File: config.mk
export PLATFORM = sky130hd
export DESIGN_NAME = mm_ram
export DESIGN_NICKNAME = d
export VERILOG_FILES = /design/src/mm_pkg.sv /design/src/mm_ram.sv
export SDC_FILE = /design/constraint.sdc
export NUM_CORES = 2
export LEC_CHECK = 0
export BUFFER_PORTS_ARGS = -buffer_cell sky130_fd_sc_hd__buf_2
export CORE_MARGIN = 3
export CORE_UTILIZATION = 26
export DETAILED_ROUTE_END_ITERATION = 8
export PLACE_DENSITY_LB_ADDON = 0.05
export SLEW_MARGIN = 20
export SYNTH_ARGS = -nofsm -noshare
export SYNTH_HDL_FRONTEND = slang
export SYNTH_SLANG_ARGS = --single-unit
File: constraint.sdc
create_clock -name clock -period 5.1 [get_ports clock]
set_input_delay 0.51 -clock clock [delete_from_list [all_inputs] [get_ports clock]]
set_output_delay 0.51 -clock clock [all_outputs]
set_load 0.01 [all_outputs]
File: src/mm_pkg.sv
package mm_pkg;

   // sizes
   localparam int MAX_DIM   = 8;
   localparam int FRAC_BITS = 16;
   localparam int IDX_W     = 3;
   localparam int DIM_W     = 4;
   localparam int DATA_W    = 32;
   localparam int MEM_DEPTH = MAX_DIM * MAX_DIM;
   localparam int ADDR_W    = $clog2(MEM_DEPTH);
   localparam int PROD_W    = 2 * DATA_W;
   localparam int ACC_W     = PROD_W + $clog2(MAX_DIM) + 1;
   localparam int CSR_IDX_W = 2;

   // transaction kinds
   localparam logic [1:0] KIND_LOAD_A = 2'd0;
   localparam logic [1:0] KIND_LOAD_B = 2'd1;
   localparam logic [1:0] KIND_START  = 2'd2;

   // register indexes
   localparam logic [CSR_IDX_W-1:0] REG_ROWS_A    = 2'd0;
   localparam logic [CSR_IDX_W-1:0] REG_INNER_DIM = 2'd1;
   localparam logic [CSR_IDX_W-1:0] REG_COLS_B    = 2'd2;

   // one multiply-accumulate step travelling down the datapath
   typedef struct packed {
      logic             valid;
      logic             first;
      logic             last_k;
      logic             use_prod;
      logic [IDX_W-1:0] row;
      logic [IDX_W-1:0] col;
      logic             last_elem;
   } step_type;

   // effective matrix sizes
   typedef struct packed {
      logic [DIM_W-1:0] rows;
      logic [DIM_W-1:0] inner;
      logic [DIM_W-1:0] cols;
   } dims_type;

   typedef enum logic {
      SEQ_IDLE,
      SEQ_RUN
   } seq_state_type;

   // a size register above the store size acts as the store size
   function automatic logic [DIM_W-1:0] eff_dim(input logic [DIM_W-1:0] v);
      return (v > DIM_W'(MAX_DIM)) ? DIM_W'(MAX_DIM) : v;
   endfunction

   // store entry of an element
   function automatic logic [ADDR_W-1:0] mem_addr(input logic [IDX_W-1:0] r,
                                                   input logic [IDX_W-1:0] c);
      return ADDR_W'(int'(r) * MAX_DIM + int'(c));
   endfunction

endpackage

File: src/mm_ram.sv
module mm_ram (
   input  logic                       clock,
   input  logic                       wr_en,
   input  logic [mm_pkg::ADDR_W-1:0]  wr_addr,
   input  logic [mm_pkg::DATA_W-1:0]  wr_data,
   input  logic [mm_pkg::ADDR_W-1:0]  rd_addr,
   output logic [mm_pkg::DATA_W-1:0]  rd_data
);
   import mm_pkg::*;

   logic [DATA_W-1:0] mem [MEM_DEPTH];
   logic [DATA_W-1:0] rd_data_ff;

   // one write port, one registered read port
   always_ff @(posedge clock) begin
      if (wr_en) begin
         mem[wr_addr] <= wr_data;
      end
      rd_data_ff <= mem[rd_addr];
   end

   assign rd_data = rd_data_ff;

endmodule

Yosys cells after proc, flatten, opt, wreduce, memory -nomap -nowiden
Memory sizes are Yosys's and may differ from the RTL's. A register that Yosys moved wholly into a read port is not among the register bits.
Cells that the tools add are included.
W data, S select, Z words.

word-level totals
  output and inout port bits = 32
  logic and storage cells = 3
  bits of input ports = 46
  register bits = 0
  memories kept = 1
  RAM bits = 2048

memories
  memory  depth  width  rd ports  clocked after memory_dff  wr ports  line          text
  mem     64     32     1         1                         1         mm_ram.sv:11  logic [DATA_W-1:0] mem [MEM_DEPTH];

operators by class
  muxes and demuxes = 2

operators by type and width
  kind     count
  $mux W1  2

Longest topological paths before layout
  depth after elaboration = 2
  gate-level depth with buffers = 10
  depth with buffers taken out = 5

Least setup slack after synthesis
OpenSTA, ideal clock, no wires.

  path type = input to register
  from = in wr_addr[3] in the netlist's numbering
  to = mem mem[48][0] (enable)
  stages on the path = 4
  required time = 4.639 ns
  buffers on the path = 1
  slack = 1.430 ns
  arrival = 3.209 ns
  cell sequence = clkbuf_1 nor2b_1 nand4b_1 nor3_1

RTL lines
  element             line          text
  start: declaration  mm_ram.sv:4   input logic [mm_pkg::ADDR_W-1:0] wr_addr,
  end: declaration    mm_ram.sv:11

No word-level cell before the write port.

==> out/qor.yml <==
finish:
  num-fill-cells: 28715
  multi_input_area_sq_um: 16000
  regArea_sq_um: 62100
  final_util: 0.309
  stdcell_area_sq_um: 92800
  finalNonFillerCells: 7812
  layout.nets: 3698
  area_growth_pct: 18.2
  drive_gt1_frac: 0.316
synth:
  synth_top_cell_area_share: 0.783
  synth.most_common_cell: "edfxtp_1"
  async_flop_share: 0
  ys_top_cells_by_area: "edfxtp_1 (78%), mux4_2 (16%), mux2i_1 (1.2%), dfxtp_1 (0.82%), o22ai_1 (0.67%)"
  netlist_instances: 3324
  ys_seq_area_frac: 0.791
  yosys_warnings: 0
  synthFlopType: "edfxtp_1"
  syn_area_sq_um: 78500
  avgSynthCellArea_sq_um: 23.6
  yosysTopAreaCell: "edfxtp_1"
  ys_top_cells_by_count: "edfxtp_1 (2,048), mux4_2 (544), nor2_1 (137)"
  syn_nets: 3370
  ys_types: 34
  synth-edff-count: 2048
  synth_seq_cells: 2080
sta:
  rsz0062_at_grt: "no"
  hold_slack_ns: 0.190
  fin_crit_ns: 3.05
  hold_viol_final: 0
  fin_ws_ns: 2.05
  finalSetupViolations: 0
  finalCritPeriodShare: 0.598
  fmax_mhz: 328
  slew_viol_final: 0
  skew_ns: 0.0572
  tightest_slew_ns: 1.14
  finalSetupTns_ns: 0
  slew_headroom: 0.241
clock_network:
  postCtsSetupBuffers: 0
  numCtsBuffers: 236
  cts_tree: "built"
  cts_resized: 0
  hold_buffers: 0
  insertion_delay_ns: 0.90
  cts-htree-levels: 4
  clk_pin_slew_ns: 0.06
  cts_max_path_buffers: 4
  cts_root_buf: "clkbuf_16"
  cts_sinks: 2080
placed_design:
  dp_hpwl_um: 147000
  numPortBuffers: 77
  place.gp.congestion: 0.733
  post-place-cells: 7372
  place_area_sq_um: 85300
  pre_cts_slack_ns: 0.937
run_status:
  status: "finished clean"
setup_path:
  arrival_ns: 3.77
  cpMaxStageDelayCell: "o22ai_1"
  r2r_start: "mem[3][11]$_DFFE_PP_"
  cp_cell_sequence: "buf_8 > buf_12 > buf_4 > mux4_2 > mux4_2 > o22ai_1 > nor2_1"
  cp.buffers_inverters: 3
  cpMostUsedCell: "mux4_2"
  cp_top_family: "buffers and inverters"
  reg2reg_slack_ns: 2.78
  worstPathRequired_ns: 5.82
  max_stage_delay_ns: 0.59
  crit_path_max_fanout: 40
  startpoint_type: "input pin"
  critical_path_class: "in2reg"
  reg2reg_depth: 4
  worst-path-stages: 7
  end_kind: "flip-flop"
  rr_endpoint: "rd_data[11]$_DFF_P_"
worst_hold_path:
  hp-class: "in2reg"
  hold_end: "mem[4][2]$_DFFE_PP_"
  whs_path_depth: 1
  min_from: "wr_data[2]"
pwr:
  power.total_mw: 37.5
  power_density_nw_per_um2: 404
  peakVddDrop_mv: 0.317
  p_leak_nw: 28.4
floorplan:
  start_util: 0.261
  io_pins: 78
  dieArea_sq_um: 309000
  row_count: 201
  die_w_um: 556
  core_sq_um: 300000
  die_y_um: 556
global_routing:
  grt_max_degree: 68
  antenna_found_initial: 20
  grt_overflow: 0
  grt_pass1_vias: 39685
  grtUsageTotal: 0.158
  grt_first_pass_wirelength_um: 340000
drt:
  drt-pass1-iter-count: 6
  avgViaCountPerCell: 4.68
  drt_iter0_drc: 2831
  drc: 0
  ant_nets: 0
  wl_um: 247000
  vias: 36565
  routedWlPerCell_um: 31.6
flow_run:
  drv_cap: 0
-- worst max path at each step --
stage / startpoint / end
after global routing: rd_addr[0] / rd_data[11]$_DFF_P_
after global placement: rd_addr[0] / rd_data[28]$_DFF_P_
after CTS: rd_addr[0] / rd_data[27]$_DFF_P_
after floorplan: wr_addr[3] / mem[48][0]$_DFFE_PP_
after detailed placement: rd_addr[0] / rd_data[27]$_DFF_P_
final: rd_addr[0] / rd_data[11]$_DFF_P_
-- per-layer routing --
layer,wire length [um],GRT usage
met1,109000,0.215
met2,124000,0.271
met3,8700,0.0214
met4,5040,0.0334
met5,13,0
-- placed cells by master, fill, tap and decap left out, types with 5 or more instances in the layout --
| cell | Yosys | routed |
|---|---|---|
| nand3b_1 | 5 | 5 |
| a22oi_1 | 12 | 12 |
| mux2i_1 | 93 | 93 |
| nor2_1 | 137 | 75 |
| a21oi_1 | 62 | 62 |
| clkinvlp_4 | 0 | 5 |
| buf_2 | 57 | 68 |
| clkinv_2 | 0 | 46 |
| nand2b_1 | 8 | 6 |
| nand2_1 | 26 | 25 |
| clkinv_1 | 0 | 50 |
| o22ai_1 | 84 | 84 |
| nor3_1 | 7 | 5 |
| clkbuf_8 | 0 | 6 |
| o221ai_1 | 27 | 27 |
| edfxtp_1 | 2048 | 2048 |
| nor2b_1 | 15 | 15 |
| diode_2 | 0 | 6 |
| buf_12 | 0 | 24 |
| a311oi_1 | 8 | 8 |
| buf_4 | 25 | 176 |
| bufinv_16 | 0 | 19 |
| clkbuf_16 | 0 | 240 |
| mux4_2 | 544 | 544 |
| clkbuf_1 | 74 | 58 |
| dfxtp_1 | 32 | 32 |
| nor2_4 | 0 | 62 |
-- power breakdown --
group          internal (mW)  switching [mW]
clock network           9.64            6.94
logic                  0.662            1.21
registers               18.9          0.0902
total                   29.2            8.24
-- state kept, by name, summed over array words and instances (netlist names) --
name,flops
mem,2048
rd_data,32
-- worst reg2reg max path, stage by stage (launching register included) --
cell      delay (ns)
edfxtp_1        0.36
mux4_2          0.53
mux4_2          0.56
o22ai_1         0.61
nor2_1          0.11
-- area by class of cell --
type	count	area share
Clock inverter	130	0.0128
Clock buffer	304	0.0680
Sequential cell	2080	0.670
Tap cell	3958	0.0534
Multi-Input combinational cell	1062	0.172
Timing Repair Buffer	272	0.0237
Antenna cell	6	0.000162
-- kinds of logic (layout without fill, tap and decap cells) --
family / count (synthesis) / in the layout / share of synthesized area
multiplexers: 637 / 637 / 0.168
AND/OR/NAND/NOR: 223 / 223 / 0.0127
AO/OA/AOI/OAI: 202 / 202 / 0.0167
other: 0 / 6 / 0
flip-flops: 2080 / 2080 / 0.791
buffers and inverters: 182 / 706 / 0.0113
Power figures use the tool's default switching activity.
