===== src/mm_pkg.sv =====
package mm_pkg;

   // sizes
   localparam int MAX_DIM   = 8;
   localparam int FRAC_BITS = 16;
   localparam int IDX_W     = 3;
   localparam int DIM_W     = 4;
   localparam int DATA_W    = 32;
   localparam int MEM_DEPTH = MAX_DIM * MAX_DIM;
   localparam int ADDR_W    = $clog2(MEM_DEPTH);
   localparam int PROD_W    = 2 * DATA_W;
   localparam int ACC_W     = PROD_W + $clog2(MAX_DIM) + 1;
   localparam int CSR_IDX_W = 2;

   // transaction kinds
   localparam logic [1:0] KIND_LOAD_A = 2'd0;
   localparam logic [1:0] KIND_LOAD_B = 2'd1;
   localparam logic [1:0] KIND_START  = 2'd2;

   // register indexes
   localparam logic [CSR_IDX_W-1:0] REG_ROWS_A    = 2'd0;
   localparam logic [CSR_IDX_W-1:0] REG_INNER_DIM = 2'd1;
   localparam logic [CSR_IDX_W-1:0] REG_COLS_B    = 2'd2;

   // one multiply-accumulate step travelling down the datapath
   typedef struct packed {
      logic             valid;
      logic             first;
      logic             last_k;
      logic             use_prod;
      logic [IDX_W-1:0] row;
      logic [IDX_W-1:0] col;
      logic             last_elem;
   } step_type;

   // effective matrix sizes
   typedef struct packed {
      logic [DIM_W-1:0] rows;
      logic [DIM_W-1:0] inner;
      logic [DIM_W-1:0] cols;
   } dims_type;

   typedef enum logic {
      SEQ_IDLE,
      SEQ_RUN
   } seq_state_type;

   // a size register above the store size acts as the store size
   function automatic logic [DIM_W-1:0] eff_dim(input logic [DIM_W-1:0] v);
      return (v > DIM_W'(MAX_DIM)) ? DIM_W'(MAX_DIM) : v;
   endfunction

   // store entry of an element
   function automatic logic [ADDR_W-1:0] mem_addr(input logic [IDX_W-1:0] r,
                                                   input logic [IDX_W-1:0] c);
      return ADDR_W'(int'(r) * MAX_DIM + int'(c));
   endfunction

endpackage


===== src/mm_mac.sv =====
module mm_mac (
   input  logic                      clock,
   input  logic                      reset,
   input  mm_pkg::step_type          step_in,
   input  logic [mm_pkg::DATA_W-1:0] a_data,
   input  logic [mm_pkg::DATA_W-1:0] b_data,
   output logic                      rsp_strobe,
   output logic [mm_pkg::IDX_W-1:0]  rsp_out_row,
   output logic [mm_pkg::IDX_W-1:0]  rsp_out_col,
   output logic [mm_pkg::DATA_W-1:0] rsp_out_value,
   output logic                      rsp_last,
   output logic                      pipe_busy
);
   import mm_pkg::*;

   step_type                   step1_ff, step2_ff, step3_ff;
   logic signed [PROD_W-1:0]   prod_ff, prod_in;
   logic signed [ACC_W-1:0]    acc_ff, acc_in;
   logic signed [ACC_W-1:0]    shifted;
   logic [ACC_W-DATA_W:0]      hi_bits;
   logic [DATA_W-1:0]          sat_value;
   logic                       strobe_ff, strobe_in;
   logic [IDX_W-1:0]           row_ff, col_ff;
   logic [DATA_W-1:0]          value_ff;
   logic                       last_ff;

   // step control alongside the data
   always_ff @(posedge clock) begin
      if (reset) begin
         step1_ff  <= '0;
         step2_ff  <= '0;
         step3_ff  <= '0;
         strobe_ff <= 1'b0;
      end else begin
         step1_ff  <= step_in;
         step2_ff  <= step1_ff;
         step3_ff  <= step2_ff;
         strobe_ff <= strobe_in;
      end
   end

   // product of the two store words, zero for an empty inner dimension
   always_comb begin
      if (step1_ff.use_prod) begin
         prod_in = $signed(a_data) * $signed(b_data);
      end else begin
         prod_in = '0;
      end
   end

   // wide accumulation, restarted on the first step of each element
   always_comb begin
      acc_in = acc_ff;
      if (step2_ff.valid) begin
         acc_in = (step2_ff.first ? ACC_W'(0) : acc_ff)
                + {{(ACC_W-PROD_W){prod_ff[PROD_W-1]}}, prod_ff};
      end
   end

   always_ff @(posedge clock) begin
      prod_ff <= prod_in;
      acc_ff  <= acc_in;
   end

   // floor shift to Q16.16 and saturate
   always_comb begin
      shifted = acc_ff >>> FRAC_BITS;
      hi_bits = shifted[ACC_W-1:DATA_W-1];
      if ((&hi_bits) || !(|hi_bits)) begin
         sat_value = shifted[DATA_W-1:0];
      end else if (hi_bits[ACC_W-DATA_W]) begin
         sat_value = {1'b1, {(DATA_W-1){1'b0}}};
      end else begin
         sat_value = {1'b0, {(DATA_W-1){1'b1}}};
      end
   end

   // result register
   assign strobe_in = step3_ff.valid && step3_ff.last_k;

   always_ff @(posedge clock) begin
      if (strobe_in) begin
         row_ff   <= step3_ff.row;
         col_ff   <= step3_ff.col;
         value_ff <= sat_value;
         last_ff  <= step3_ff.last_elem;
      end
   end

   assign rsp_strobe    = strobe_ff;
   assign rsp_out_row   = row_ff;
   assign rsp_out_col   = col_ff;
   assign rsp_out_value = value_ff;
   assign rsp_last      = strobe_ff && last_ff;
   assign pipe_busy     = step1_ff.valid || step2_ff.valid || step3_ff.valid;

endmodule


===== config.mk =====
export PLATFORM = sky130hd
export DESIGN_NAME = mm_mac
export DESIGN_NICKNAME = d
export VERILOG_FILES = /design/src/mm_pkg.sv /design/src/mm_mac.sv
export SDC_FILE = /design/constraint.sdc
export NUM_CORES = 2
export LEC_CHECK = 0
export BUFFER_PORTS_ARGS = -buffer_cell sky130_fd_sc_hd__buf_2
export CORE_AREA = 3 3 382 271
export CTS_BUF_LIST = sky130_fd_sc_hd__clkbuf_8
export CTS_CLUSTER_DIAMETER = 30
export DETAILED_ROUTE_END_ITERATION = 8
export DIE_AREA = 0 0 385 274
export MAX_ROUTING_LAYER = met4
export PLACE_DENSITY = 0.6
export SETUP_SLACK_MARGIN = 0.3
export SYNTH_ARGS = -nofsm -noshare
export SYNTH_HDL_FRONTEND = slang
export SYNTH_SLANG_ARGS = --single-unit

===== constraint.sdc =====
create_clock -name clock -period 11.9 [get_ports clock]
set_clock_uncertainty 0.1 [all_clocks]
set_input_delay 0.595 -clock clock [delete_from_list [all_inputs] [get_ports clock]]
set_output_delay 0.595 -clock clock [all_outputs]
set_load 0.005 [all_outputs]

Word level (Yosys, flattened, before mapping)
Cells that the tools add are included.
{"block": "totals", "ff_bits": 202, "input_bits": 77, "output_inout_bits": 41, "wordCells": 38}
{"block": "classes", "n_addsub": 1, "multipliers": 1, "mux": 3, "reduce_logical": 8}
{"op": "adder 68 bit", "n": 1}
{"op": "2-to-1 mux 68 bit", "n": 1}
{"op": "multiplier 32 x 32 -> 64 bit", "n": 1}
{"op": "2-to-1 mux 32 bit", "n": 2}
{"op": "AND reduction 21 bit", "n": 1}
{"op": "OR reduction 21 bit", "n": 1}
{"op": "logical OR 1 bit", "n": 3}
{"op": "logical AND 1 bit", "n": 2}
{"op": "zero test 1 bit", "n": 1}

Logic depth before layout (Yosys ltp)
{"block": "depth", "depth_word": 4, "mapped_depth": 29, "mapped_depth_nobuf": 27}

Least setup slack after synthesis
Ideal clock, no wire load.
{"block": "synth_path", "path_type": "input to register", "startpoint": "in b_data[2] (netlist name)", "endpoint": "reg prod_ff[63]", "setup_ns": 0.058, "arrival_time_ns": 7.873, "required_ns": 11.742, "setup_slack_ns": 3.869, "path_stages": 27, "path_buffers": 2, "cell_sequence": "clkbuf_1 -> nand2_1 -> inv_1 -> fa_1 -> fa_1 -> fa_1 -> fa_1 -> inv_1 -> fa_1 -> inv_1 -> fa_1 -> inv_1 -> fa_1 -> inv_1 -> fa_1 -> ha_1 -> clkbuf_1 -> a21o_1 -> a21oi_1 -> inv_1 -> a21oi_1 -> o21bai_1 -> a21o_1 -> a211oi_2 -> o21ai_0 -> a211o_1 -> nand2_1"}
{"block": "synth_via", "elab_chain_len": 1}
{"item": "from (decl)", "line": "mm_mac.sv:6", "text": "input logic [mm_pkg::DATA_W-1:0] b_data,"}
{"item": "multiplier 32 x 32 -> 64 bit", "line": "mm_mac.sv:45", "text": "prod_in = $signed(a_data) * $signed(b_data);"}
{"item": "to (signal assigned)", "line": "mm_mac.sv:61", "text": "prod_ff <= prod_in;"}
{"item": "to (decl)", "line": "mm_mac.sv:17", "text": "logic signed [PROD_W-1:0] prod_ff, prod_in;"}
Every way passes these cells.
A chain may end at the register's enable or synchronous reset.

Worst setup path after layout
Same ends and word-level chain as after synthesis.

==> flow_summary.ini <==
[sta]
min_period_ns = 8.59
fmax_mhz = 116
relSlewSlack_pct = 27.2
rsz0062_at_grt = false
layout_worst_path_cycle_share_pct = 72.2
drv_slew = 0
worst_slew_pin_slew_ns = 1.09
setup_violations = 0
setup_tns_ns = 0
hold_viol = 0

[yosys]
synth_top_family_by_area = adder cells
synth_fa_ha_area_share_pct = 53.0
synthTopCellsByArea = fa_1 (46%), inv_1 (8.0%), and2_1 (7.1%)
synthSimpleGateAreaFrac_pct = 16.4
syn_inst = 4940
synth-compound-area-share_pct = 7.11
synthMuxAreaShare_pct = 0.0214
synth.distinct_cells = 77
synth-edff-count = 107
yosysTopAreaCell = fa_1
syn_area_mm2 = 0.0468
synth_top_area_share_pct = 46.3
synthArstFlopShare_pct = 0
ys.flop_type = edfxtp_1
synth.avg_cell_area_um2 = 9.48
synth_xor_area_share_pct = 2.45
ys_warn_count = 0
ys_ff_latch = 202
ys_seq_area_share_pct = 10.9
syn_nets = 6351

[outcome]
status = finished, final reports clean

[clock_network]
post_cts_buffers = 0
cts_buffers = 28
h-tree-depth = 1
cts_resized = 0
clkSlewWorstSetupHoldPaths_ns = 0.08
cts_tree = yes
cts.path.max_buffers = 3
clk_latency_ns = 0.60
hold_buffers = 0
root_buffer = clkbuf_8
clock-sinks = 202

[detailed_routing]
drc = 0
drtIter0Drc = 2197
routed_via_density = 5.30
wirelength_um = 122000
post_drt_wl_per_cell_um = 19.6
drtAntennaViolNets = 0
drt-pass1-iter-count = 5
vias = 32988

[setup_path]
r2r_slack_ns = 7.08
cp.arrival_ns = 9.04
start_kind = primary input
worstPathRequired_ns = 12.35
crit_fanout = 32
crit_type = primary input to flip-flop
end_kind = flip-flop

[final_layout]
fin_nets = 6263
nFillCells = 9410
final_cell_mix = fa_1 (1083), inv_1 (1002), nand2_1 (571)
drive_gt1_share_pct = 4.60
final_cell_area_mm2 = 0.0489
stdcell_count = 6221
mostFrequentLayoutCell = fa_1
area_delta_synth_final_pct = 4.47

[floorplanning]
dieHeight_um = 274
core_mm2 = 0.0999
start_util_pct = 46.9
io_pins = 118
die_x_um = 385
num_rows = 97
dieArea_mm2 = 0.105

[flow_run]
drv_cap = 0

[grt]
grt_max_degree = 70
grt.overflow.total = 0
grt_use_total_pct = 25.1
antenna_found_initial = 7
grt_pass1_vias = 35688
grt_pass1_wl_um = 201000

[placement]
gp_congestion = 0.901
placed_area_mm2 = 0.0483
dp_hpwl_um = 95100
port_buffers = 117
place_inst = 6158

[hold_path]
holdCritPathClass = primary input to flip-flop
==> worst paths after layout <==
kind                               start                        to  cells past startpoint
setup / recovery               b_data[2]    prod_ff[63]$_SDFF_PN0_                     26
hold / removal                step_in[0]    step1_ff[0]$_SDFF_PP0_                      2
setup reg to reg  step2_ff[9]$_SDFF_PP0_      acc_ff[56]$_DFFE_PP_                     15
hold reg to reg   step3_ff[4]$_SDFF_PP0_  rsp_out_row[0]$_DFFE_PP_                      0
==> layout make-up <==
cell class / instances / area (µm²) / area share [%]
repair buffers: 139 / 751 / 1.53
clock inverters: 20 / 164 / 0.335
inverters: 997 / 3740 / 7.65
diodes: 11 / 27.5 / 0.0563
multi-input cells: 3484 / 37000 / 75.6
well taps: 1336 / 1670 / 3.42
flip-flops and latches: 202 / 5120 / 10.5
clock buffers: 32 / 440 / 0.900
==> through the flow <==
stage	hold WS (ns)	setup WS [ns]	util (%)
floorplan	0.286	3.87	-
CTS	0.0499	3.36	49.0
detailed placement	0.291	2.72	48.3
global route	0.0566	2.76	49.0
finish	0.102	3.31	49.0
global placement	0.285	2.83	48.3
==> state kept, by name, indices dropped and copies added, names as in the netlist <==
register / cells
acc_ff: 68
prod_ff: 64
rsp_out_value: 32
step1_ff: 11
step2_ff: 10
step3_ff: 9
rsp_out_col: 3
rsp_out_row: 3
last_ff: 1
rsp_strobe: 1
==> synth_stat cells, types with 3 or more instances <==
master,instances
and2_1,531
nor4_1,11
nand4_1,37
a211o_1,6
and3_1,16
dfxtp_1,95
o211ai_1,6
nor3_1,22
a31oi_1,16
nor2_1,137
o31ai_2,4
o21ai_1,8
nand2_1,571
nor3b_1,6
a221o_1,4
a21boi_0,5
o21bai_1,26
o22ai_1,4
clkbuf_1,252
a311oi_1,4
a21oi_2,4
and4_1,6
fa_1,1083
a21oi_1,149
nand2b_1,24
o21a_1,15
xor2_1,54
nor2b_1,115
a21o_1,117
buf_2,3
nand3_1,28
a31o_2,6
ha_1,251
o21ai_0,79
inv_1,996
xnor2_1,77
o31ai_1,5
edfxtp_1,107
a211oi_1,9
==> critical path, stage by stage <==
cell      delay, ns
buf_2          0.55
nand2_1        0.19
inv_1          0.17
fa_1           0.47
fa_1           0.50
fa_1           0.74
fa_1           1.09
inv_1          0.37
fa_1           0.57
inv_1          0.05
fa_1           0.52
inv_1          0.05
fa_1           0.47
inv_1          0.05
fa_1           0.45
ha_1           0.40
a21o_1         0.19
a21oi_1        0.13
inv_1          0.05
a21oi_1        0.18
o21bai_1       0.08
a21o_1         0.19
a211oi_2       0.39
o21ai_0        0.17
a211o_1        0.32
nand2_1        0.06
==> layer usage <==
| layer | part of all wire [%] | vias up | global-route usage [%] |
|---|---|---|---|
| met1 | 45 | 17082 | 35.3 |
| met4 | 2.9 | 0 | 6.14 |
| met3 | 8.2 | 140 | 4.69 |
| li1 | - | 14670 | - |
| met5 | 0 | - | - |
| met2 | 44 | 1096 | 37.7 |
==> kinds of logic (layout without fill, tap and decap cells) <==
kind of cell	count (synthesis)	in the layout
AO/OA/AOI/OAI	502	502
XOR/XNOR	131	131
adder cells (fa/ha/maj)	1334	1334
buffers and inverters	1254	1188
flip-flops	202	202
multiplexers	1	1
other	0	11
AND/OR/NAND/NOR	1516	1516
Power is not shown: default switching activity piles up to over one toggle a cycle in this logic, so the estimate is an artifact.
