[src/mm_pkg.sv]
package mm_pkg;

   // sizes
   localparam int MAX_DIM   = 8;
   localparam int FRAC_BITS = 16;
   localparam int IDX_W     = 3;
   localparam int DIM_W     = 4;
   localparam int DATA_W    = 32;
   localparam int MEM_DEPTH = MAX_DIM * MAX_DIM;
   localparam int ADDR_W    = $clog2(MEM_DEPTH);
   localparam int PROD_W    = 2 * DATA_W;
   localparam int ACC_W     = PROD_W + $clog2(MAX_DIM) + 1;
   localparam int CSR_IDX_W = 2;

   // transaction kinds
   localparam logic [1:0] KIND_LOAD_A = 2'd0;
   localparam logic [1:0] KIND_LOAD_B = 2'd1;
   localparam logic [1:0] KIND_START  = 2'd2;

   // register indexes
   localparam logic [CSR_IDX_W-1:0] REG_ROWS_A    = 2'd0;
   localparam logic [CSR_IDX_W-1:0] REG_INNER_DIM = 2'd1;
   localparam logic [CSR_IDX_W-1:0] REG_COLS_B    = 2'd2;

   // one multiply-accumulate step travelling down the datapath
   typedef struct packed {
      logic             valid;
      logic             first;
      logic             last_k;
      logic             use_prod;
      logic [IDX_W-1:0] row;
      logic [IDX_W-1:0] col;
      logic             last_elem;
   } step_type;

   // effective matrix sizes
   typedef struct packed {
      logic [DIM_W-1:0] rows;
      logic [DIM_W-1:0] inner;
      logic [DIM_W-1:0] cols;
   } dims_type;

   typedef enum logic {
      SEQ_IDLE,
      SEQ_RUN
   } seq_state_type;

   // a size register above the store size acts as the store size
   function automatic logic [DIM_W-1:0] eff_dim(input logic [DIM_W-1:0] v);
      return (v > DIM_W'(MAX_DIM)) ? DIM_W'(MAX_DIM) : v;
   endfunction

   // store entry of an element
   function automatic logic [ADDR_W-1:0] mem_addr(input logic [IDX_W-1:0] r,
                                                   input logic [IDX_W-1:0] c);
      return ADDR_W'(int'(r) * MAX_DIM + int'(c));
   endfunction

endpackage

[src/mm_seq.sv]
module mm_seq (
   input  logic                      clock,
   input  logic                      reset,
   input  logic                      go,
   input  mm_pkg::dims_type          dims,
   output mm_pkg::step_type          step,
   output logic [mm_pkg::ADDR_W-1:0] a_rd_addr,
   output logic [mm_pkg::ADDR_W-1:0] b_rd_addr,
   output logic                      running
);
   import mm_pkg::*;

   seq_state_type    state_ff, state_in;
   logic [IDX_W-1:0] i_ff, i_in;
   logic [IDX_W-1:0] j_ff, j_in;
   logic [IDX_W-1:0] k_ff, k_in;
   logic             last_k;
   logic             last_j;
   logic             last_i;

   // state and loop counters
   always_ff @(posedge clock) begin
      if (reset) begin
         state_ff <= SEQ_IDLE;
         i_ff     <= '0;
         j_ff     <= '0;
         k_ff     <= '0;
      end else begin
         state_ff <= state_in;
         i_ff     <= i_in;
         j_ff     <= j_in;
         k_ff     <= k_in;
      end
   end

   // end of each loop; an empty inner dimension still takes one zero step
   assign last_k = (dims.inner == '0) || (DIM_W'(k_ff) + DIM_W'(1) == dims.inner);
   assign last_j = (DIM_W'(j_ff) + DIM_W'(1) == dims.cols);
   assign last_i = (DIM_W'(i_ff) + DIM_W'(1) == dims.rows);

   // walk result row-major, inner index fastest
   always_comb begin
      state_in = state_ff;
      i_in     = i_ff;
      j_in     = j_ff;
      k_in     = k_ff;
      step     = '0;
      unique case (state_ff)
         SEQ_IDLE: begin
            if (go) begin
               state_in = SEQ_RUN;
               i_in     = '0;
               j_in     = '0;
               k_in     = '0;
            end
         end
         SEQ_RUN: begin
            step.valid     = 1'b1;
            step.first     = (k_ff == '0);
            step.last_k    = last_k;
            step.use_prod  = (dims.inner != '0);
            step.row       = i_ff;
            step.col       = j_ff;
            step.last_elem = last_k && last_j && last_i;
            if (!last_k) begin
               k_in = k_ff + IDX_W'(1);
            end else begin
               k_in = '0;
               if (!last_j) begin
                  j_in = j_ff + IDX_W'(1);
               end else begin
                  j_in = '0;
                  if (!last_i) begin
                     i_in = i_ff + IDX_W'(1);
                  end else begin
                     i_in     = '0;
                     state_in = SEQ_IDLE;
                  end
               end
            end
         end
         default: begin
            state_in = SEQ_IDLE;
         end
      endcase
   end

   assign a_rd_addr = mem_addr(i_ff, k_ff);
   assign b_rd_addr = mem_addr(k_ff, j_ff);
   assign running   = (state_ff == SEQ_RUN);

endmodule

[config.mk]
export PLATFORM = sky130hd
export DESIGN_NAME = mm_seq
export DESIGN_NICKNAME = d
export VERILOG_FILES = /design/src/mm_pkg.sv /design/src/mm_seq.sv
export SDC_FILE = /design/constraint.sdc
export NUM_CORES = 1
export LEC_CHECK = 0
export ABC_AREA = 1
export ABC_CLOCK_PERIOD_IN_PS = 2100
export BUFFER_PORTS_ARGS = -buffer_cell sky130_fd_sc_hd__buf_4
export CORE_UTILIZATION = 40
export DETAILED_ROUTE_END_ITERATION = 12
export PLACE_DENSITY = 0.67
export SKIP_LAST_GASP = 1
export SYNTH_ARGS = -nofsm -noshare
export SYNTH_HDL_FRONTEND = slang
export SYNTH_SLANG_ARGS = --single-unit
export TNS_END_PERCENT = 1
[constraint.sdc]
create_clock -name clock -period 2.1 [get_ports clock]
set_input_delay 0.42 -clock clock [delete_from_list [all_inputs] [get_ports clock]]
set_output_delay 0.42 -clock clock [all_outputs]
set_load 0.01 [all_outputs]
# == Word-level counts from Yosys, hierarchy flattened ==
# Cells that the tools add are included.
# word_totals
inputBits,15
mem_bits_ro,0
ramBits,0
latchBits,0
n_memories,0
reg_bits,10
word_cells,43
# classes
n_lt_le_gt_ge,0
n_shift,0
n_eq_ne,6
addsub,8
n_mux,16
div_mod_pow,0
reduce_logical,8
multipliers,0
bitwise_logic,1
# op_table
cell,count
two-way mux 3 bit,7
case mux 3 bit (2 select lines),3
"adder 3 x 1 -> 4 bit, second input constant",3
adder 6 x 3 -> 6 bit,2
== test 4 bit,3
two-way mux 11 bit,1
"adder 3 x 1 -> 3 bit, second input constant",3
zero test 4 bit,1
two-way mux 1 bit,4
"inequality test 2 x 1 -> 1 bit, second input constant",2
nonzero test 4 bit,1
zero test 3 bit,1
AND reduction 3 bit,1
logical AND 1 bit,2
"inequality test 2 bit, second input constant",1
case mux 1 bit (2 select lines),1
AND reduction 2 bit,1
logical OR 1 bit,1
NOT 1 bit,1

# == Longest topological paths before layout ==
# Gate-level depths: netlist of the first run.
# depth
depth_word,6
mapped_depth,13
mapped_depth_nobuf,13

# == Worst setup path before layout of the first run ==
# Ideal clock, no wire load.
# synth_path
path_kind,reg-to-output
start,register k_ff[0]
end,output port step[0] (netlist bit)
path_buffers,0
stages_incl_launch_ff,13
t_arrival_ns,1.658
required_ns,1.680
setup_slack_ns,0.022
path_cell_list,dfxtp_1 > inv_2 > ha_1 > inv_1 > nand2_1 > nand2_1 > nor2_8 > nand3_4 > nand2_4 > nand2_4 > inv_4 > nand3b_4 > inv_1
# synth_rtl
element,line,text
start: declaration,mm_seq.sv:16,"logic [IDX_W-1:0] k_ff, k_in;"
start signal: assignment,mm_seq.sv:32,k_ff <= k_in;
end: declaration,mm_seq.sv:6,"output mm_pkg::step_type step,"

==> results of run 1 <==
==> cell families (layout without fill, tap and decap cells) <==
logic type | Yosys count | count (layout)
buf+inv | 48 | 93
simple gates | 102 | 102
fa+ha+maj | 4 | 4
flops | 10 | 10
compound gates | 10 | 10
==> cell type report <==
cell class,count,share of cell area (%)
sequential,10,13.7
clock buffer,3,1.51
multi-input combinational,116,46.3
timing repair buffer,49,25.4
inverter,41,10.6
tap,30,2.51
==> metal layers <==
| layer | vias up | routed length, um | track usage [%] | part of all wire (%) |
|---|---|---|---|---|
| li1 | 623 | - | - | - |
| met1 | 558 | 1150 | 23.3 | 41 |
| met2 | 35 | 1520 | 42.4 | 54 |
| met3 | 2 | 125 | 5.17 | 4.4 |
| met4 | 0 | 10 | 5.70 | 0.36 |
| met5 | - | 0 | 0 | 0 |
==> Yosys cell counts <==
| cell | instances |
|---|---|
| nand3_1 | 13 |
| inv_2 | 4 |
| nand3_4 | 1 |
| nor2_2 | 1 |
| clkbuf_1 | 1 |
| inv_4 | 1 |
| nand4_1 | 10 |
| nand2_2 | 4 |
| clkinv_2 | 1 |
| nand3b_4 | 1 |
| a31oi_4 | 1 |
| inv_1 | 35 |
| ha_1 | 4 |
| dfxtp_1 | 10 |
| o21ai_0 | 1 |
| nand2_4 | 2 |
| buf_4 | 5 |
| nand3b_1 | 1 |
| clkbuf_2 | 1 |
| nor2_8 | 1 |
| nor2_1 | 7 |
| a21oi_1 | 8 |
| nand2_1 | 58 |
| nand3_2 | 3 |
==> timing repair <==
| item | 4_1_cts | 5_1_grt |
|---|---|---|
| setup endpoints to repair | 2 | 2 |
| resized for setup | 15 | 4 |
| endpoints found under the hold margin | 0 | 0 |
| pin swaps | 8 | 4 |
| buffers inserted | 6 | 1 |
==> power by group through the flow <==
stage	clock network [mW]	logic [mW]	registers, mW
2_1_floorplan	0	0.0976	0.207
3_3_place_gp	0	0.151	0.207
3_5_place_dp	0	0.155	0.208
4_1_cts	0.131	0.174	0.205
5_1_grt	0.141	0.198	0.206
6_report	0.129	0.182	0.205
==> worst reg2reg max path, delay by kind of cell (launching register included) <==
kind                     cells  cell delay (ns)
adder cells (fa/ha/maj)      1             0.27
buffers and inverters        4             0.35
flip-flops                   1             0.34
AND/OR/NAND/NOR              7             0.58
AO/OA/AOI/OAI                1             0.07
==> worst paths after layout <==
| check | from | endpoint | slack, ns |
|---|---|---|---|
| max | k_ff[0] | step[0] | -0.03 |
| max reg2reg | k_ff[0] | i_ff[2] | 0.37 |
| min | reset | i_ff[1] | 0.38 |
| min reg2reg | i_ff[1] | i_ff[1] | 0.51 |
==> sequential cells by signal, summed over array words and instances (netlist names) <==
signal / flops
k_ff: 3
i_ff: 3
j_ff: 3
running: 1
==> per-stage QoR <==
| stage | instance area [um2] | hold slack, ns | util (%) | TNS, ns | cells |
|---|---|---|---|---|---|
| final | 1490 | 0.382 | 60.3 | -0.0298 | 249 |
| after global routing | 1490 | 0.368 | 60.3 | -0.110 | 249 |
| after CTS | 1460 | 0.368 | 59.0 | -0.0226 | 248 |
| after detailed placement | 1350 | 0.503 | 54.4 | 0 | 239 |
| after global placement | 1350 | 0.476 | 54.4 | 0 | 239 |
| after floorplan | 1040 | 0.540 | - | 0 | 174 |
==> run_results.csv, run 1 <==
group,metric,value,unit
floorplanning,num_rows,18,
timing,tightest_slew,0.499,ns
status,outcome,"finished with violations",
pwr,seqPwrFrac,39.8,%
logic_synthesis,synth_mux_area_share,0,%
setup_path,crit_buf_inv,5,
setup_path,crit_chain,"inv_2 -> ha_4 -> inv_2 -> nand2_2 -> nand2_4 -> nor2_8 -> nand3_4 -> nand2_4 -> nand2_4 -> inv_4 -> nand3b_4 -> inv_2 -> buf_6",
timing,fmax,470,MHz
setup_path,critPathSlowestCell,"dfxtp_2",
logic_synthesis,synth_xor_area_share,0,%
logic_synthesis,synthCells,174,
pwr,p_per_area,345,mW/mm2
placement,gp_congestion,0.805,
pwr,power_switching,0.170,mW
logic_synthesis,synth_top_area_cell,"nand2_1",
floorplanning,die_y,53.0,um
pwr,power.leakage,0.860,nW
min_path,hold_depth,2,
logic_synthesis,ys_seq_area_share,19.2,%
setup_path,rr_worst_depth,13,
min_path,hold_class,"input port to register",
setup_path,crit_cells,13,
clock_tree,htreeDepth,1,
cells_and_area,area_growth,43.5,%
logic_synthesis,synth_compound_area_share,6.37,%
timing,fin_crit,2.13,ns
floorplanning,coreArea,0.00248,mm2
detailed_routing,routed_via_density,4.89,
detailed_routing,drc,0,
pwr,vdd_ir_drop_max,476,uV
timing,setup_viol,1,
pwr,internal_power,0.345,mW
logic_synthesis,yosys.area_share.simple,50.0,%
timing,finClkSkew,0.00467,ns
setup_path,critPathLaunchType,"register",
floorplanning,die_w,53.0,um
logic_synthesis,ys_types,24,
detailed_routing,first_pass_iters,4,
cells_and_area,nFillCells,251,
floorplanning,dieArea,0.00281,mm2
logic_synthesis,netlist_area,0.00104,mm2
status,violations,"setup timing",
placement,pre_cts_slack,0.0153,ns
logic_synthesis,yosysTopAreaCellShare,20.9,%
clock_tree,cts_buffers,3,
global_routing,grt_max_degree,13,
clock_tree,cts_tree,"yes",
timing,rsz0062_at_grt,"true",
clock_tree,clk_pin_slew,0.06,ns
setup_path,critPathArrivalTime,1.71,ns
detailed_routing,via_count,1218,
cells_and_area,fin_nets,240,
detailed_routing,wirelength,2.81,mm
clock_tree,cts_hold_buf,0,
pwr,total_power,0.515,mW
floorplanning,ioPinCount,39,
logic_synthesis,ys_seq_elements,10,
global_routing,grtUsageTotal,22.0,%
logic_synthesis,avgSynthCellArea,5.98,um2
global_routing,antenna_found_initial,0,
setup_path,path_max_fanout,3,
clock_tree,clk_path_buf_depth,2,
timing,fin_ws,-0.0298,ns
setup_path,end_kind,"primary output",
setup_path,cp.required,1.68,ns
cells_and_area,final_common_cell,"nand2_1",
cells_and_area,multi_input_area,692,um2
logic_synthesis,synth_warnings,0,
placement,portBuffers,38,
pwr,clockPowerShare,25.0,%
timing,finalCritPeriodShare,101,%
timing,drv_slew,0,
logic_synthesis,synth_area_leaders,"nand2_1 21%, dfxtp_1 19%, inv_1 13%",
placement,hpwl,2.09,mm
clock_tree,insertion_delay,0.26,ns
global_routing,grt_pass1_wl,4.46,mm
detailed_routing,wl_per_cell,11.3,um
setup_path,critPathKind,"register to primary output",
floorplanning,start_util,42.0,%
detailed_routing,drtAntennaViolNets,0,
cells_and_area,seq_area,205,um2
pwr,p_comb_share,35.3,%
clock_tree,clock_sinks,10,
logic_synthesis,postSynthNetCount,193,
pwr,switching_share,33.0,%
cells_and_area,antenna_cells,0,
detailed_routing,drt_iter0_drc,28,
setup_path,crit_family,"simple AND/OR/NAND/NOR gates",
cells_and_area,mostFrequentLayoutCells,"56 x nand2_1, 46 x buf_4, 32 x inv_1",
clock_tree,root_buffer,"clkbuf_4",
run,maxCapViolCount,0,
logic_synthesis,yosys.area_share.adder,4.81,%
timing,slew_headroom,66.7,%
global_routing,overflow,0,
logic_synthesis,synth_top_family_by_area,"simple AND/OR/NAND/NOR gates",
timing,hold_viol,0,
cells_and_area,layout-drive-gt1-share,39.3,%
global_routing,grt_pass1_vias,1116,
setup_path,critPathMaxStageDelay,0.34,ns
(Power assumes the default switching activity.)
==> run 2, diff against run 1 <==
--- a/config.mk
+++ b/config.mk
@@ -9,6 +9,7 @@
 export ABC_CLOCK_PERIOD_IN_PS = 2100
 export BUFFER_PORTS_ARGS = -buffer_cell sky130_fd_sc_hd__buf_4
 export CORE_UTILIZATION = 40
+export CTS_BUF_LIST = sky130_fd_sc_hd__clkbuf_8
 export DETAILED_ROUTE_END_ITERATION = 12
 export PLACE_DENSITY = 0.67
 export SKIP_LAST_GASP = 1
==> run 2 against run 1 <==
Compared with the run above:
- the flow now finishes without violations
- final cell count rose by 1.2%
- combinational power grew 3%
- register-to-register slack is essentially flat
- final area grew 2.9%
- sequential share of layout area shrank 0.39 points
- via count is 0.90% higher
- clock skew down 0.00080 ns
- clock power up 51%
- fmax rose by 1.8%
- first-iteration DRC count fell by 3.6%
==> run_results.csv, run 2 (synthesized netlist as in run 1, its figures left out) <==
group,metric,value,unit
floorplanning,ioPinCount,39,
cells_and_area,area_growth,47.7,%
clock_tree,htreeDepth,1,
setup_path,end_kind,"primary output",
cells_and_area,largestRegisters,"i_ff: 3 flops, j_ff: 3 flops, k_ff: 3 flops",
global_routing,grt_pass1_vias,1117,
timing,finalCritPeriodShare,99.7,%
detailed_routing,drtAntennaViolNets,0,
clock_tree,clk_pin_slew,0.05,ns
detailed_routing,wl_per_cell,11.3,um
setup_path,critPathKind,"register to primary output",
timing,finClkSkew,0.00386,ns
placement,place_area,0.00135,mm2
placement,gp_congestion,0.805,
pwr,power.leakage,0.884,nW
floorplanning,start_util,42.0,%
clock_tree,root_buffer,"clkbuf_8",
global_routing,grtUsageTotal,21.9,%
cells_and_area,antenna_cells,0,
cells_and_area,final_common_cell,"nand2_1",
placement,portBuffers,38,
global_routing,overflow,0,
cells_and_area,fin_nets,243,
status,outcome,"finished, final reports clean",
detailed_routing,first_pass_iters,4,
floorplanning,num_rows,18,
timing,hold_viol,0,
setup_path,critPathMaxStageDelay,0.34,ns
min_path,hold_class,"input port to register",
floorplanning,die_w,53.0,um
detailed_routing,via_count,1229,
setup_path,critPathSlowestCell,"dfxtp_2",
clock_tree,cts_tree,"yes",
clock_tree,cts_buffers,3,
timing,setup_viol,0,
detailed_routing,drt_iter0_drc,27,
global_routing,grt_pass1_wl,4.47,mm
timing,slew_headroom,66.2,%
timing,fin_crit,2.09,ns
floorplanning,dieArea,0.00281,mm2
timing,fmax,478,MHz
setup_path,crit_chain,"inv_2 -> ha_4 -> inv_2 -> nand2_2 -> nand2_4 -> nor2_8 -> nand3_4 -> nand2_4 -> nand2_4 -> inv_4 -> nand3b_4 -> inv_2 -> buf_6",
setup_path,critPathLaunchType,"register",
cells_and_area,postLayoutCoreUtil,62.1,%
detailed_routing,drc,0,
floorplanning,coreArea,0.00248,mm2
clock_tree,insertion_delay,0.23,ns
global_routing,antenna_found_initial,0,
detailed_routing,wirelength,2.84,mm
pwr,vdd_ir_drop_max,614,uV
cells_and_area,mostFrequentLayoutCells,"55 x nand2_1, 49 x buf_4, 32 x inv_1",
cells_and_area,final_design_area_no_fill,0.00154,mm2
setup_path,path_max_fanout,3,
setup_path,crit_buf_inv,5,
setup_path,cp.required,1.68,ns
clock_tree,clk_path_buf_depth,2,
clock_tree,clock_sinks,10,
placement,hpwl,2.09,mm
setup_path,crit_family,"simple AND/OR/NAND/NOR gates",
timing,drv_slew,0,
timing,rsz0062_at_grt,"true",
cells_and_area,layout-drive-gt1-share,40.5,%
pwr,p_per_area,383,mW/mm2
global_routing,grt_max_degree,13,
setup_path,critPathArrivalTime,1.67,ns
floorplanning,die_y,53.0,um
run,maxCapViolCount,0,
pwr,total_power,0.589,mW
timing,tightest_slew,0.507,ns
detailed_routing,routed_via_density,4.88,
[run 2: cell count changes in the layout (fill, tap and decap cells not counted)]
| cell | before | now |
|---|---|---|
| buf_4 | 46 | 49 |
| clkbuf_4 | 3 | 0 |
| nand2_2 | 5 | 6 |
| nand2_1 | 56 | 55 |
| clkbuf_8 | 0 | 3 |
[run 2: stage by stage]
stage / hold WS, ns / setup slack (ns) / TNS [ns] / instances
floorplan: 0.540 / 0.0219 / 0 / 174
global placement: 0.476 / 0.0701 / 0 / 239
detailed placement: 0.503 / 0.0153 / 0 / 239
CTS: 0.414 / 0.00676 / 0 / 248
global route: 0.410 / -0.0600 / -0.0600 / 252
finish: 0.411 / 0.00704 / 0 / 252
[run 2: worst paths after layout]
check / slack, ns / end / cells after the start / from
worst max register to register: 0.37 / i_ff[2] / 13 / k_ff[0]
worst max-delay path: 0.007 / step[0] / 13 / k_ff[0]
worst min register to register: 0.51 / i_ff[1] / 2 / i_ff[1]
worst min-delay path: 0.41 / i_ff[1] / 2 / reset
[run 2: layer usage]
layer  routed length [um]  up-vias  track usage (%)
met4                   10        0             6.14
met5                    0        -                0
met2                 1480       33             41.8
li1                     -      632                -
met3                  133        2             5.17
met1                 1210      562             23.5
[run 2: power breakdown]
group / leakage (nW) / total (mW) / internal [mW] / switching [mW]
registers: 0.0830 / 0.206 / 0.196 / 0.00974
clock network: 0.0216 / 0.195 / 0.125 / 0.0697
logic: 0.780 / 0.188 / 0.0894 / 0.0990
total: 0.884 / 0.589 / 0.411 / 0.179
[run 2: final cells by class]
cell class	count	area, um2
repair buffers	52	402
flip-flops and latches	10	205
clock buffers	3	41.3
inverters	41	158
fillers	249	940
multi-input cells	116	694
well taps	30	37.5
[run 2: repair_timing]
item | 4_1_cts | 5_1_grt
setup buffers | 6 | 4
pin swaps | 8 | 4
setup endpoints to repair | 2 | 1
hold buffers | 0 | 0
resized for setup | 12 | 8
